==> src/hw/rtl/msbs_pkg.sv <==
package msbs_pkg;

    // Defaults for the top-level parameters
    localparam int NUM_ENTRIES_DEF     = 16;
    localparam int MAX_PATTERN_LEN_DEF = 32;
    localparam int MAX_SCAN_BYTES_DEF  = 2047;

    // Field widths fixed by the stream format
    localparam int FUNC_W = 2;
    localparam int IDX_W  = 4;
    localparam int POS_W  = 5;
    localparam int LEN_W  = 6;
    localparam int CODE_W = 4;
    localparam int ACT_W  = 5;
    localparam int CNT_W  = 32;

    localparam int S_TDATA_W = 32;
    localparam int M_TDATA_W = 72;

    // Result queue depth
    localparam int OUT_FIFO_DEPTH = 4;

    // Request kinds carried on s_tuser
    localparam logic [FUNC_W-1:0] FUNC_PATTERN = 2'd0;
    localparam logic [FUNC_W-1:0] FUNC_ENTRY   = 2'd1;
    localparam logic [FUNC_W-1:0] FUNC_CONTENT = 2'd2;

    // Table load broadcast to the entry cells
    typedef struct packed {
        logic              pat_we;
        logic              len_we;
        logic [IDX_W-1:0]  idx;
        logic [POS_W-1:0]  pos;
        logic [7:0]        data;
        logic [LEN_W-1:0]  len;
        logic [CODE_W-1:0] code;
    } load_req_t;

    // One scan report
    typedef struct packed {
        logic              found;
        logic [IDX_W-1:0]  entry;
        logic [CODE_W-1:0] threat;
        logic [CNT_W-1:0]  scans;
        logic [CNT_W-1:0]  threats;
    } result_t;

endpackage

==> src/hw/rtl/msbs_out_fifo.sv <==
module msbs_out_fifo #(
    parameter int DEPTH = msbs_pkg::OUT_FIFO_DEPTH
) (
    input  logic                           aclk,
    input  logic                           aresetn,
    input  logic                           wr_en,
    input  msbs_pkg::result_t              wr_data,
    output logic                           rd_valid,
    input  logic                           rd_ready,
    output msbs_pkg::result_t              rd_data,
    output logic [$clog2(DEPTH+1)-1:0]     count
);
    import msbs_pkg::*;

    localparam int PTR_W = (DEPTH > 1) ? $clog2(DEPTH) : 1;
    localparam int CW    = $clog2(DEPTH + 1);

    result_t          slot_reg [DEPTH];
    logic [PTR_W-1:0] wr_ptr_reg;
    logic [PTR_W-1:0] wr_ptr_next;
    logic [PTR_W-1:0] rd_ptr_reg;
    logic [PTR_W-1:0] rd_ptr_next;
    logic [CW-1:0]    count_reg;
    logic [CW-1:0]    count_next;
    logic             rd_en;

    assign rd_valid = (count_reg != '0);
    assign rd_en    = rd_valid & rd_ready;
    assign rd_data  = slot_reg[rd_ptr_reg];
    assign count    = count_reg;

    always_ff @(posedge aclk) begin
        if (wr_en) begin
            slot_reg[wr_ptr_reg] <= wr_data;
        end
    end

    always_comb begin
        wr_ptr_next = wr_ptr_reg;
        rd_ptr_next = rd_ptr_reg;
        count_next  = count_reg;
        if (wr_en) begin
            wr_ptr_next = (int'(wr_ptr_reg) == DEPTH - 1) ? '0 : wr_ptr_reg + 1'b1;
        end
        if (rd_en) begin
            rd_ptr_next = (int'(rd_ptr_reg) == DEPTH - 1) ? '0 : rd_ptr_reg + 1'b1;
        end
        unique case ({wr_en, rd_en})
            2'b10:   count_next = count_reg + 1'b1;
            2'b01:   count_next = count_reg - 1'b1;
            default: count_next = count_reg;
        endcase
    end

    always_ff @(posedge aclk) begin
        if (!aresetn) begin
            wr_ptr_reg <= '0;
            rd_ptr_reg <= '0;
            count_reg  <= '0;
        end else begin
            wr_ptr_reg <= wr_ptr_next;
            rd_ptr_reg <= rd_ptr_next;
            count_reg  <= count_next;
        end
    end

endmodule

==> config.mk <==
export PLATFORM = sky130hd
export DESIGN_NAME = msbs_out_fifo
export DESIGN_NICKNAME = d
export VERILOG_FILES = /design/src/hw/rtl/msbs_pkg.sv /design/src/hw/rtl/msbs_out_fifo.sv
export SDC_FILE = /design/constraint.sdc
export NUM_CORES = 1
export LEC_CHECK = 0
export BUFFER_PORTS_ARGS = -buffer_cell sky130_fd_sc_hd__clkbuf_2
export CAP_MARGIN = 15
export CORE_MARGIN = 2
export CORE_UTILIZATION = 51
export CTS_CLUSTER_SIZE = 14
export DETAILED_ROUTE_END_ITERATION = 12
export PLACE_DENSITY = 0.72
export SLEW_MARGIN = 20
export SYNTH_ARGS = -nofsm -noshare
export SYNTH_HDL_FRONTEND = slang
export SYNTH_SLANG_ARGS = --single-unit
==> constraint.sdc <==
create_clock -name aclk -period 4.4 [get_ports aclk]
set_input_delay 0.66 -clock aclk [delete_from_list [all_inputs] [get_ports aclk]]
set_output_delay 0.66 -clock aclk [all_outputs]
set_load 0.02 [all_outputs]
# ---- Yosys cells after proc, flatten, opt, wreduce, memory -nomap -nowiden
# Memories as Yosys holds them, arrays and structs flattened. A register that Yosys moved wholly into a read port is not among the register bits.
# Index checks and enable logic that the tools add are counted.
dict set report totals {
  memories 1
  wordCells 22
  regBits 7
  inputBits 77
  output_inout_bits 77
  ram_bits 292
}
dict set report classes {
  add_sub_neg 4
  n_reduce_logical 2
  muxes 7
  bitwise 1
  eq_ne 4
}
# memory words width read_ports rd_clocked_by_memory_dff write_ports line
set mem_list {}
lappend mem_list {slot_reg 4 73 1 1 1 msbs_out_fifo.sv:18} ;# result_t slot_reg [DEPTH];
# cell n
set op_table {}
lappend op_table {{2-to-1 mux 2 bit} 4}
lappend op_table {{equality test 2 x 1 -> 1 bit, second input constant} 3}
lappend op_table {{case mux 3 bit (2 select lines)} 1}
lappend op_table {{adder 2 x 1 -> 2 bit, second input constant} 2}
lappend op_table {{adder 3 x 1 -> 3 bit, second input constant} 1}
lappend op_table {{nonzero test 3 bit} 1}
lappend op_table {{subtractor 3 x 1 -> 3 bit, second input constant} 1}
lappend op_table {{equality test 2 bit, second input constant} 1}
lappend op_table {{2-to-1 mux 1 bit} 2}
lappend op_table {{nonzero test 2 bit} 1}
lappend op_table {{AND 1 bit} 1}

# ---- Logic depth before layout (Yosys ltp)
# Gate-level depths: netlist of the first run.
dict set report depth {
  word_depth 4
  mapped_depth 8
}

# ---- Worst setup path after synthesis of the first run
# OpenSTA, ideal clock, no wires.
dict set report synth_path {
  kind {input to register}
  start {input wr_en}
  end {memory slot_reg[0][0] (netlist name), enable pin}
  setup_slack_ns 1.594
  required_time_ns 3.961
  t_arrival_ns 2.367
  cell_stages 1
  cell_sequence {and2_1}
}
dict set report synth_between {
  elab_chain_len 2
}
# item line
set synth_rtl {}
lappend synth_rtl {{start: declaration} msbs_out_fifo.sv:6} ;# input logic wr_en,
lappend synth_rtl {{2-to-1 mux 1 bit} msbs_out_fifo.sv:33} ;# if (wr_en) begin
lappend synth_rtl {{2-to-1 mux 1 bit (not written as such)} msbs_out_fifo.sv:34} ;# slot_reg[wr_ptr_reg] <= wr_data;
lappend synth_rtl {{end: declaration} msbs_out_fifo.sv:18}
# No other way between the ends.

==> impl_table.tex, run 1 <==
\begin{tabular}{lr}
\hline
Metric & Value \\
\hline
\multicolumn{2}{l}{\textbf{Layout}} \\
\quad Area growth, synth to finish & 17.3\% \\
\quad Sequential cell area in the final layout & roughly 0.009 mm² \\
\quad Multi-input combinational cell area & 0.00192 mm² \\
\quad Number of filler instances in the final layout & about 1500 \\
\quad Antenna fix cells & 0 \\
\quad Flip-flop count of the largest register after layout & a little under 300 \\
\quad Post-layout util & 61.4\% \\
\quad Fraction of layout instances using a drive strength above 1 & between 40\% and 50\% \\
\quad Final design area excluding fillers & 0.0130 mm² \\
\quad \# nets final & 690 \\
\multicolumn{2}{l}{\textbf{Logic synthesis}} \\
\quad Netlist Area Pre-Place & roughly 0.011 mm² \\
\quad Post-Syn Nets & about 520 \\
\quad Cell count after synthesis & $\sim$430 \\
\quad Warning count from the yosys run & 0 \\
\quad Post-synthesis cell type count & 25 \\
\quad Number of flip-flops and latches in the synthesized netlist & between 300 and 400 \\
\quad Register area share after synthesis & around four fifths \\
\quad Mean instance size in the synthesized netlist & between 20 and 30 µm² \\
\multicolumn{2}{l}{\textbf{Clock tree}} \\
\quad Clock transition at the registers of the reported paths & about 0.060 ns \\
\quad CTS Buf Count & 30 \\
\quad Clock sink count & about 300 \\
\quad Hold bufs inserted after CTS & 0 \\
\quad Cts repair resizes & 0 \\
\quad Skew-Pair Late Insertion Delay & 0.53 ns \\
\quad Clock root cell & clkbuf\_16 \\
\quad Clock tree buffer depth & 3 \\
\quad Post CTS Setup Buffer Count & 0 \\
\quad Maximum level of the CTS H-tree & 1 \\
\quad Clock tree from TritonCTS & built \\
\multicolumn{2}{l}{\textbf{Floorplanning}} \\
\quad Count of standard-cell rows & 53 \\
\quad Floorplan die area & approximately 0.023 mm² \\
\quad Initial standard-cell utilization of the core & between 50\% and 60\% \\
\quad Die span in y & roughly 150 µm \\
\quad Die outline width & 151 µm \\
\quad Number of placed I/O pins & roughly 150 \\
\quad Placeable Area & between 0.02 and 0.025 mm² \\
\multicolumn{2}{l}{\textbf{Global route}} \\
\quad Total GRT Usage & about 17\% \\
\quad Vias in the first global route & about 5300 \\
\quad Total global routing overflow & 0 \\
\quad First-pass GRT wire length & about 29 mm \\
\quad Initial antenna violation count & 0 \\
\quad Pin count of the biggest net entering global routing & 74 \\
\multicolumn{2}{l}{\textbf{Timing}} \\
\quad Max Fclk & approximately 330 MHz \\
\quad Max transition margin & roughly 28\% \\
\quad RSZ-0062 raised after global routing & no \\
\quad Setup TNS Final & 0 ns \\
\quad Final setup fails & 0 \\
\quad Hold Vio Cnt, Final & 0 \\
\quad Worst Tran Pin Value & $\sim$1.1 ns \\
\quad Final worst path period share & 68.7\% \\
\quad Worst Clk Skew & between 0.007 and 0.008 ns \\
\quad Clock period minus worst slack & between 3 and 4 ns \\
\quad Setup WS post-layout & $\sim$1.4 ns \\
\quad Max Slew Vio Count & 0 \\
\multicolumn{2}{l}{\textbf{Critical path}} \\
\quad Worst r2r src & count[0]\$\_SDFFE\_PN0P\_ \\
\quad Worst setup path class & flop to primary output \\
\quad Required @ worst endpoint & roughly 3.7 ns \\
\quad Worst flop-to-flop path endpoint & count[2]\$\_SDFFE\_PN0P\_ \\
\quad Kind of launch point of the worst setup path & flop \\
\quad Peak fanout along the critical path & 21 \\
\quad Setup slack, reg-to-reg & 2.26 ns \\
\quad Worst path arrival time & 2.36 ns \\
\quad Type of destination of the critical path & primary output \\
\quad R2r worst-path depth & 8 \\
\multicolumn{2}{l}{\textbf{Job}} \\
\quad Count of max-cap constraint violations & 0 \\
\multicolumn{2}{l}{\textbf{Run status}} \\
\quad Result of the run & completed \\
\multicolumn{2}{l}{\textbf{Pwr}} \\
\quad Maximum vdd drop & 0.000452 V \\
\quad Power density over the cells & 549 mW/mm² \\
\quad Leakage dissipation & 4.41 nW \\
\multicolumn{2}{l}{\textbf{Route}} \\
\quad Violation count after the first detailed-routing iteration & 298 \\
\quad Post-DRT Antenna Nets & 0 \\
\quad Number of detailed-route iterations in the first pass & 6 \\
\quad Aggregate routed wire length & around 19 mm \\
\quad Routed vias & between 4000 and 5000 \\
\quad Routed len/inst & between 20 and 25 µm \\
\quad Vias per Instance & 5.43 \\
\quad Number of remaining DRC errors & 0 \\
\multicolumn{2}{l}{\textbf{Place}} \\
\quad Count of input and output buffers & approximately 150 \\
\quad Routability Congestion & a little under 0.7 \\
\quad HPWL reported at the end of detailed placement & around 11 mm \\
\quad Dpl cell area & around 0.012 mm² \\
\quad Placement-stage worst setup slack & about 1.9 ns \\
\multicolumn{2}{l}{\textbf{Min path}} \\
\quad Worst Hold Path EP & slot\_reg[0][4]\$\_DFFE\_PP\_ \\
\quad Worst hold start & wr\_data[4] \\
\quad Number of cells on the worst hold path & 1 \\
\quad Type of the most critical hold path & input port to flop \\
\hline
\end{tabular}
## Yosys cell counts
cell | number | area [µm²]
nand2_1 | 3 | 11.3
buf_2 | 7 | 35.0
a21boi_0 | 1 | 7.51
a21oi_1 | 1 | 5.00
nor3b_1 | 1 | 7.51
xor2_1 | 1 | 8.76
mux4_1 | 1 | 26.3
inv_1 | 7 | 26.3
xnor2_1 | 1 | 8.76
mux4_2 | 72 | 1620
clkbuf_2 | 1 | 5.00
fa_1 | 1 | 20.0
o21ai_0 | 4 | 20.0
nor2b_1 | 2 | 12.5
or3_1 | 2 | 12.5
mux2i_1 | 1 | 10.0
nor2_1 | 1 | 3.75
edfxtp_1 | 292 | 8770
buf_12 | 7 | 140
and2_1 | 6 | 37.5
ha_1 | 6 | 75.1
dfxtp_1 | 9 | 180
buf_6 | 1 | 11.3
o31ai_1 | 1 | 7.51
nand3_1 | 2 | 10.0
## worst max-delay path by stage
stage	start	depth (start not counted)	endpoint	slack [ns]
final	flop	3	rd_data[59]	1.38
after global routing	flop	3	rd_data[59]	1.20
after CTS	flop	3	rd_data[59]	1.30
after detailed placement	flop	3	rd_data[59]	1.88
after global placement	flop	3	rd_data[59]	1.87
after floorplan	wr_en	1	slot_reg[0][0]$_DFFE_PP_	1.59
## where the power goes
part	leakage [nW]	switching (mW)	internal (mW)
clock network	0.456	0.982	1.39
registers	2.76	0.114	3.29
logic	1.19	0.747	0.611
## layer usage
metal / track usage (%) / wire length [µm]
met5: 0 / 0
met2: 27.9 / 9560
met3: 4.16 / 1220
met4: 4.72 / 474
met1: 21.7 / 7510
## cell usage in the layout (no fill, tap or decap), drive strengths merged
cell type  synthesis  routed
edfxtp           292     292
clkbuf             1     188
mux4              73      73
clkinv             0      14
dfxtp              9       9
inv                7       7
ha                 6       6
buf               15       6
and2               6       6
o21ai              4       4
nand2              3       3
or3                2       2
nor2b              2       2
nand3              2       2
bufinv             0       2
o31ai              1       1
xnor2              1       1
nor3b              1       1
a21oi              1       1
nor2               1       1
mux2i              1       1
xor2               1       1
a21boi             1       1
fa                 1       1
## stage by stage
step	hold slack, ns	total power, mW	instances
after floorplan	0.478	4.50	431
after global placement	0.492	4.82	849
after detailed placement	0.539	4.85	849
after CTS	0.313	7.21	900
after global routing	0.322	7.42	900
final	0.339	7.13	900
## critical path, cell delays in order (launching register included)
cell	delay, ns
dfxtp_4	0.56
buf_4	0.46
mux4_1	0.62
clkbuf_2	0.18
## cell type report
class	instances	share of cell area [%]
Timing Repair Buffer	159	6.34
Inverter	7	0.202
Clock buffer	35	6.09
Clock inverter	16	0.973
Tap cell	275	2.65
Sequential cell	301	69.0
Multi-Input combinational cell	107	14.8
## cell families after synthesis
group,synth area share (%)
compound gates,0.362
xor+xnor,0.158
fa+ha+maj,0.859
buf+inv,1.97
flops,80.8
mux,15.0
simple gates,0.859
Note: power is estimated with default switching activity, not from simulation.
==> inputs of run 2 (changes only) <==
--- a/config.mk
+++ b/config.mk
@@ -11,7 +11,7 @@
 export CORE_UTILIZATION = 51
 export CTS_CLUSTER_SIZE = 14
 export DETAILED_ROUTE_END_ITERATION = 12
-export PLACE_DENSITY = 0.72
+export PLACE_DENSITY = 0.75
 export SLEW_MARGIN = 20
 export SYNTH_ARGS = -nofsm -noshare
 export SYNTH_HDL_FRONTEND = slang
==> constraint.sdc (replaced) <==
create_clock -name aclk -period 2.7 [get_ports aclk]
set_input_delay 0.405 -clock aclk [delete_from_list [all_inputs] [get_ports aclk]]
set_output_delay 0.405 -clock aclk [all_outputs]
set_load 0.02 [all_outputs]
==> run 2 against run 1 <==
Effect of this change:
- die area did not move
- register-to-register slack got worse by 1.6 ns
- worst setup slack got worse by 1.1 ns
- first-iteration DRC count fell by 3.0%
- sequential power rose by 61%
- non-clock buffer count rose by 5
- count of clock-buffer cells in the layout fell by 1
- utilization rose by 0.55 points
- power rose by 64%
==> impl_table.tex, run 2 (synthesis results as in run 1) <==
\begin{tabular}{lr}
\hline
Metric & Value \\
\hline
\multicolumn{2}{l}{\textbf{Floorplanning}} \\
\quad Placeable Area & 0.0212 mm² (unchanged) \\
\quad Floorplan die area & 0.0229 mm² (unchanged) \\
\quad Initial standard-cell utilization of the core & 52.3\% (unchanged) \\
\quad Die outline width & 151 µm (unchanged) \\
\quad Die span in y & 151 µm (unchanged) \\
\quad Count of standard-cell rows & 53 (unchanged) \\
\quad Number of placed I/O pins & 154 (unchanged) \\
\multicolumn{2}{l}{\textbf{Min path}} \\
\quad Worst Hold Path EP & slot\_reg[2][56]\$\_DFFE\_PP\_ (was slot\_reg[0][4]\$\_DFFE\_PP\_) \\
\quad Worst hold start & wr\_data[56] (was wr\_data[4]) \\
\quad Number of cells on the worst hold path & 1 (unchanged) \\
\quad Type of the most critical hold path & input port to flop (unchanged) \\
\multicolumn{2}{l}{\textbf{Critical path}} \\
\quad Type of destination of the critical path & primary output (unchanged) \\
\quad Worst path arrival time & 2.06 ns (was 2.36 ns) \\
\quad Setup slack, reg-to-reg & 0.62 ns (was 2.26 ns) \\
\quad Required @ worst endpoint & 2.30 ns (was 3.74 ns) \\
\quad Worst flop-to-flop path endpoint & count[2]\$\_SDFFE\_PN0P\_ (unchanged) \\
\quad Worst r2r src & count[1]\$\_SDFFE\_PN0P\_ (was count[0]\$\_SDFFE\_PN0P\_) \\
\quad Kind of launch point of the worst setup path & flop (unchanged) \\
\quad R2r worst-path depth & 8 (unchanged) \\
\quad Worst setup path class & flop to primary output (unchanged) \\
\quad Peak fanout along the critical path & 26 (was 21) \\
\multicolumn{2}{l}{\textbf{Timing}} \\
\quad Max Fclk & a little over 400 MHz \\
\quad Clock period minus worst slack & 2.47 ns \\
\quad Final setup fails & 0 (unchanged) \\
\quad RSZ-0062 raised after global routing & no (unchanged) \\
\quad Worst Clk Skew & 0.0105 ns (was 0.00728 ns) \\
\quad Setup TNS Final & 0 ns (unchanged) \\
\quad Hold Vio Cnt, Final & 0 (unchanged) \\
\quad Worst Hold Margin & 0.0820 ns (was 0.339 ns) \\
\quad Max transition margin & 61.8\% (was 28.4\%) \\
\quad Worst Tran Pin Value & 0.567 ns (was 1.07 ns) \\
\quad Max Slew Vio Count & 0 (unchanged) \\
\quad Final worst path period share & around nine tenths \\
\multicolumn{2}{l}{\textbf{Clock tree}} \\
\quad Clock transition at the registers of the reported paths & 0.06 ns (about the same) \\
\quad CTS Buf Count & 29 (was 30) \\
\quad Post CTS Setup Buffer Count & 0 (unchanged) \\
\quad Cts repair resizes & 0 (unchanged) \\
\quad Skew-Pair Late Insertion Delay & 0.54 ns (was 0.53 ns) \\
\quad Clock sink count & 301 (unchanged) \\
\quad Clock root cell & clkbuf\_16 (unchanged) \\
\quad Hold bufs inserted after CTS & 0 (unchanged) \\
\quad Clock tree buffer depth & 3 (unchanged) \\
\quad Clock tree from TritonCTS & built (unchanged) \\
\quad Maximum level of the CTS H-tree & 1 (unchanged) \\
\multicolumn{2}{l}{\textbf{Layout}} \\
\quad Most common cell after layout, fill and taps aside & edfxtp\_1 (unchanged) \\
\quad Filler-free cell count of the finished design & 908 (was 900) \\
\quad Antenna fix cells & 0 (unchanged) \\
\quad Fraction of layout instances using a drive strength above 1 & 45.0\% (was 44.5\%) \\
\quad Most frequent cells in the layout & edfxtp\_1 (292), clkbuf\_2 (153), mux4\_2 (72), clkbuf\_16 (29), clkinv\_2 (8) (was edfxtp\_1 (292), clkbuf\_2 (153), mux4\_2 (72), clkbuf\_16 (31)) \\
\quad Number of filler instances in the final layout & 1441 (was 1451) \\
\quad \# nets final & 694 (was 690) \\
\quad Area growth, synth to finish & 18.3\% (was 17.3\%) \\
\quad Flip-flop count of the largest register after layout & 292 (unchanged) \\
\quad Post-layout util & 61.9\% (was 61.4\%) \\
\multicolumn{2}{l}{\textbf{Place}} \\
\quad HPWL reported at the end of detailed placement & 11.8 mm (was 10.8 mm) \\
\quad Count of placed standard cells including taps & 854 (was 849) \\
\quad Count of input and output buffers & 153 (unchanged) \\
\quad Routability Congestion & 0.684 (was 0.677) \\
\multicolumn{2}{l}{\textbf{Pwr}} \\
\quad Maximum vdd drop & 0.000586 V (was 0.000452 V) \\
\quad Leakage dissipation & 4.45 nW (was 4.41 nW) \\
\quad Power density over the cells & 893 mW/mm² (was 549 mW/mm²) \\
\multicolumn{2}{l}{\textbf{Route}} \\
\quad Vias per Instance & 5.43 (about the same) \\
\quad Number of detailed-route iterations in the first pass & 4 (was 6) \\
\quad Routed len/inst & 21.4 µm (was 20.8 µm) \\
\quad Routed vias & 4933 (was 4891) \\
\quad Violation count after the first detailed-routing iteration & 289 (was 298) \\
\quad Aggregate routed wire length & 19.5 mm (was 18.8 mm) \\
\quad Number of remaining DRC errors & 0 (unchanged) \\
\quad Post-DRT Antenna Nets & 0 (unchanged) \\
\multicolumn{2}{l}{\textbf{Job}} \\
\quad Count of max-cap constraint violations & 0 (unchanged) \\
\multicolumn{2}{l}{\textbf{Global route}} \\
\quad Total GRT Usage & 17.2\% (was 16.6\%) \\
\quad Total global routing overflow & 0 (unchanged) \\
\quad Pin count of the biggest net entering global routing & 74 (unchanged) \\
\quad Vias in the first global route & 5348 (was 5331) \\
\quad First-pass GRT wire length & 29.6 mm (was 28.7 mm) \\
\quad Initial antenna violation count & 2 (was 0) \\
\multicolumn{2}{l}{\textbf{Run status}} \\
\quad Result of the run & completed (unchanged) \\
\hline
\end{tabular}
run 2: worst max-delay path by stage:
stage / startpoint / slack, ns / to
final: flop / 0.23 / rd_data[59]
after floorplan: wr_ptr_reg[0]$_SDFFE_PN0P_ / 0.005 / slot_reg[3][0]$_DFFE_PP_
after CTS: flop / 0.17 / rd_data[59]
after global routing: flop / 0.11 / rd_data[59]
after global placement: flop / 0.74 / rd_data[38]
after detailed placement: count[1]$_SDFFE_PN0P_ / 0.64 / count[2]$_SDFFE_PN0P_
run 2: layer usage:
layer	vias up	part of all wire (%)	GRT usage (%)
met5	-	0.062	0
li1	2203	-	-
met3	34	8.6	5.00
met2	164	49	28.4
met4	2	2.0	3.83
met1	2530	40	22.8
run 2: layout make-up:
cell class | instances | area, µm² | area share (%)
Sequential cell | 301 | 8960 | 68.4
Multi-Input combinational cell | 107 | 1920 | 14.6
Timing Repair Buffer | 164 | 936 | 7.14
Clock buffer | 34 | 744 | 5.68
Tap cell | 275 | 344 | 2.63
Clock inverter | 20 | 176 | 1.35
Inverter | 7 | 26.3 | 0.201
run 2: report_power, final:
part	internal [mW]	switching [mW]
clock	2.25	1.63
combinational	1.04	1.31
sequential	5.35	0.118
total	8.64	3.06
run 2: critical path, cell delays in order, from the launching register on:
cell and delay (ns):
dfxtp_4 0.47, buf_12 0.27, mux4_1 0.60, clkbuf_2 0.18
run 2: per-stage QoR:
step	power, mW	worst slack (ns)	cell area, µm²
after floorplan	7.34	0.00511	11100
after global placement	7.91	0.745	12200
after detailed placement	7.96	0.638	12200
after CTS	11.8	0.171	13100
after global routing	12.2	0.108	13100
final	11.7	0.233	13100
==> inputs of run 3 (changes only) <==
--- a/config.mk
+++ b/config.mk
@@ -11,7 +11,7 @@
 export CORE_UTILIZATION = 51
 export CTS_CLUSTER_SIZE = 14
 export DETAILED_ROUTE_END_ITERATION = 12
-export PLACE_DENSITY = 0.75
+export PLACE_DENSITY_LB_ADDON = 0.2
 export SLEW_MARGIN = 20
 export SYNTH_ARGS = -nofsm -noshare
 export SYNTH_HDL_FRONTEND = slang
==> run 3 against run 2 <==
Effect of this change:
- clock power up 2%
- critical path type unchanged
- largest power group unchanged
- first-iteration DRC count decreased by 31%
- sequential cell count is the same
==> impl_table.tex, run 3 (synthesis results as in run 1) <==
\begin{tabular}{lr}
\hline
Metric & Value \\
\hline
\multicolumn{2}{l}{\textbf{Global route}} \\
\quad Pin count of the biggest net entering global routing & 65 (was 74) \\
\quad Vias in the first global route & 5502 (was 5348) \\
\quad Total GRT Usage & 17.7\% (was 17.2\%) \\
\quad First-pass GRT wire length & 30.3 mm (was 29.6 mm) \\
\quad Total global routing overflow & 0 (unchanged) \\
\quad Initial antenna violation count & 0 (was 2) \\
\multicolumn{2}{l}{\textbf{Floorplanning}} \\
\quad Die outline width & 151 µm (unchanged) \\
\quad Floorplan die area & 0.0229 mm² (unchanged) \\
\quad Die span in y & 151 µm (unchanged) \\
\quad Initial standard-cell utilization of the core & 52.3\% (unchanged) \\
\quad Placeable Area & 0.0212 mm² (unchanged) \\
\quad Number of placed I/O pins & 154 (unchanged) \\
\quad Count of standard-cell rows & 53 (unchanged) \\
\multicolumn{2}{l}{\textbf{Timing}} \\
\quad Clock period minus worst slack & 2.40 ns (was 2.47 ns) \\
\quad RSZ-0062 raised after global routing & no (unchanged) \\
\quad Worst Tran Pin Value & 0.617 ns (was 0.567 ns) \\
\quad Final setup fails & 0 (unchanged) \\
\quad Worst Clk Skew & 0.00965 ns (was 0.0105 ns) \\
\quad Max Slew Vio Count & 0 (unchanged) \\
\quad Setup WS post-layout & 0.304 ns (was 0.233 ns) \\
\quad Setup TNS Final & 0 ns (unchanged) \\
\quad Max transition margin & 58.5\% (was 61.8\%) \\
\quad Hold Vio Cnt, Final & 0 (unchanged) \\
\quad Final worst path period share & 88.8\% (was 91.4\%) \\
\quad Max Fclk & 417 MHz (was 405 MHz) \\
\multicolumn{2}{l}{\textbf{Clock tree}} \\
\quad CTS Buf Count & 30 (was 29) \\
\quad Clock root cell & clkbuf\_16 (unchanged) \\
\quad Post CTS Setup Buffer Count & 0 (unchanged) \\
\quad Skew-Pair Late Insertion Delay & 0.54 ns (about the same) \\
\quad Cts repair resizes & 0 (unchanged) \\
\quad Clock transition at the registers of the reported paths & 0.06 ns (about the same) \\
\quad Clock sink count & 301 (unchanged) \\
\quad Clock tree buffer depth & 3 (unchanged) \\
\quad Maximum level of the CTS H-tree & 1 (unchanged) \\
\quad Hold bufs inserted after CTS & 0 (unchanged) \\
\quad Clock tree from TritonCTS & built (unchanged) \\
\multicolumn{2}{l}{\textbf{Place}} \\
\quad HPWL reported at the end of detailed placement & 11.9 mm (was 11.8 mm) \\
\quad Count of input and output buffers & 153 (unchanged) \\
\quad Placement-stage worst setup slack & 0.563 ns (was 0.638 ns) \\
\quad Routability Congestion & 0.773 (was 0.684) \\
\quad Count of placed standard cells including taps & 854 (unchanged) \\
\multicolumn{2}{l}{\textbf{Layout}} \\
\quad Number of filler instances in the final layout & 1491 (was 1441) \\
\quad Filler-free cell count of the finished design & 904 (was 908) \\
\quad Post-layout util & 62.0\% (was 61.9\%) \\
\quad Fraction of layout instances using a drive strength above 1 & 44.5\% (was 45.0\%) \\
\quad Most common cell after layout, fill and taps aside & edfxtp\_1 (unchanged) \\
\quad Antenna fix cells & 0 (unchanged) \\
\quad \# nets final & 695 (was 694) \\
\quad Area growth, synth to finish & 18.5\% (was 18.3\%) \\
\quad Most frequent cells in the layout & edfxtp\_1 (292), clkbuf\_2 (153), mux4\_2 (72), clkbuf\_16 (31) (was edfxtp\_1 (292), clkbuf\_2 (153), mux4\_2 (72), clkbuf\_16 (29), clkinv\_2 (8)) \\
\quad Flip-flop count of the largest register after layout & 292 (unchanged) \\
\multicolumn{2}{l}{\textbf{Critical path}} \\
\quad Worst r2r src & count[1]\$\_SDFFE\_PN0P\_ (unchanged) \\
\quad Type of destination of the critical path & primary output (unchanged) \\
\quad Peak fanout along the critical path & 36 (was 26) \\
\quad Worst setup path class & flop to primary output (unchanged) \\
\quad Worst path arrival time & 1.99 ns (was 2.06 ns) \\
\quad R2r worst-path depth & 8 (unchanged) \\
\quad Kind of launch point of the worst setup path & flop (unchanged) \\
\quad Required @ worst endpoint & 2.30 ns (about the same) \\
\multicolumn{2}{l}{\textbf{Pwr}} \\
\quad Leakage dissipation & 4.46 nW (was 4.45 nW) \\
\quad Maximum vdd drop & 0.000865 V (was 0.000586 V) \\
\quad Power density over the cells & 896 mW/mm² (was 893 mW/mm²) \\
\multicolumn{2}{l}{\textbf{Min path}} \\
\quad Type of the most critical hold path & input port to flop (unchanged) \\
\quad Worst hold start & wr\_data[26] (was wr\_data[56]) \\
\quad Number of cells on the worst hold path & 1 (unchanged) \\
\multicolumn{2}{l}{\textbf{Route}} \\
\quad Number of detailed-route iterations in the first pass & 5 (was 4) \\
\quad Routed len/inst & 21.7 µm (was 21.4 µm) \\
\quad Aggregate routed wire length & 19.6 mm (was 19.5 mm) \\
\quad Number of remaining DRC errors & 0 (unchanged) \\
\quad Routed vias & 4951 (was 4933) \\
\quad Post-DRT Antenna Nets & 0 (unchanged) \\
\quad Violation count after the first detailed-routing iteration & 198 (was 289) \\
\quad Vias per Instance & 5.48 (was 5.43) \\
\multicolumn{2}{l}{\textbf{Run status}} \\
\quad Result of the run & completed (unchanged) \\
\multicolumn{2}{l}{\textbf{Job}} \\
\quad Count of max-cap constraint violations & 0 (unchanged) \\
\hline
\end{tabular}
## run 3: final cells by class
cell class / count / area [µm²] / area share [%]
multi-input cells: 107 / 1920 / 14.6
flip-flops and latches: 301 / 8960 / 68.3
inverters: 7 / 26.3 / 0.200
well taps: 275 / 344 / 2.62
clock inverters: 13 / 144 / 1.10
repair buffers: 164 / 936 / 7.13
clock buffers: 37 / 798 / 6.08
## run 3: metal layers
metal / wire length (µm) / part of all wire (%) / GRT usage (%)
met3: 1250 / 6.3 / 4.19
met1: 7890 / 40 / 23.2
met2: 10100 / 51 / 30.4
met4: 387 / 2.0 / 4.30
met5: 0 / 0 / 0
## run 3: through the flow
| step | power [mW] | hold WS (ns) | instance area [µm²] |
|---|---|---|---|
| 5_1_grt | 12.2 | 0.0676 | 13100 |
| 3_5_place_dp | 7.96 | 0.545 | 12200 |
| 4_1_cts | 11.9 | 0.0536 | 13100 |
| 6_report | 11.8 | 0.0792 | 13100 |
| 2_1_floorplan | 7.34 | 0.478 | 11100 |
| 3_3_place_gp | 7.92 | 0.500 | 12200 |
## run 3: critical path, stage by stage (launching register included)
cell and delay, ns:
dfxtp_4 0.37, buf_12 0.28, mux4_2 0.59, clkbuf_2 0.18
## run 3: worst paths after layout
path,endpoint,slack (ns)
worst max-delay path,rd_data[69],0.30
worst min-delay path,slot_reg[3][26]$_DFFE_PP_,0.08
worst max register to register,count[2]$_SDFFE_PN0P_,0.56
worst min register to register,flop,0.55
## run 3: where the power goes
group	leakage (nW)	switching, mW	internal (mW)
registers	2.76	0.0857	5.35
clock network	0.460	1.59	2.36
logic	1.24	1.34	1.03
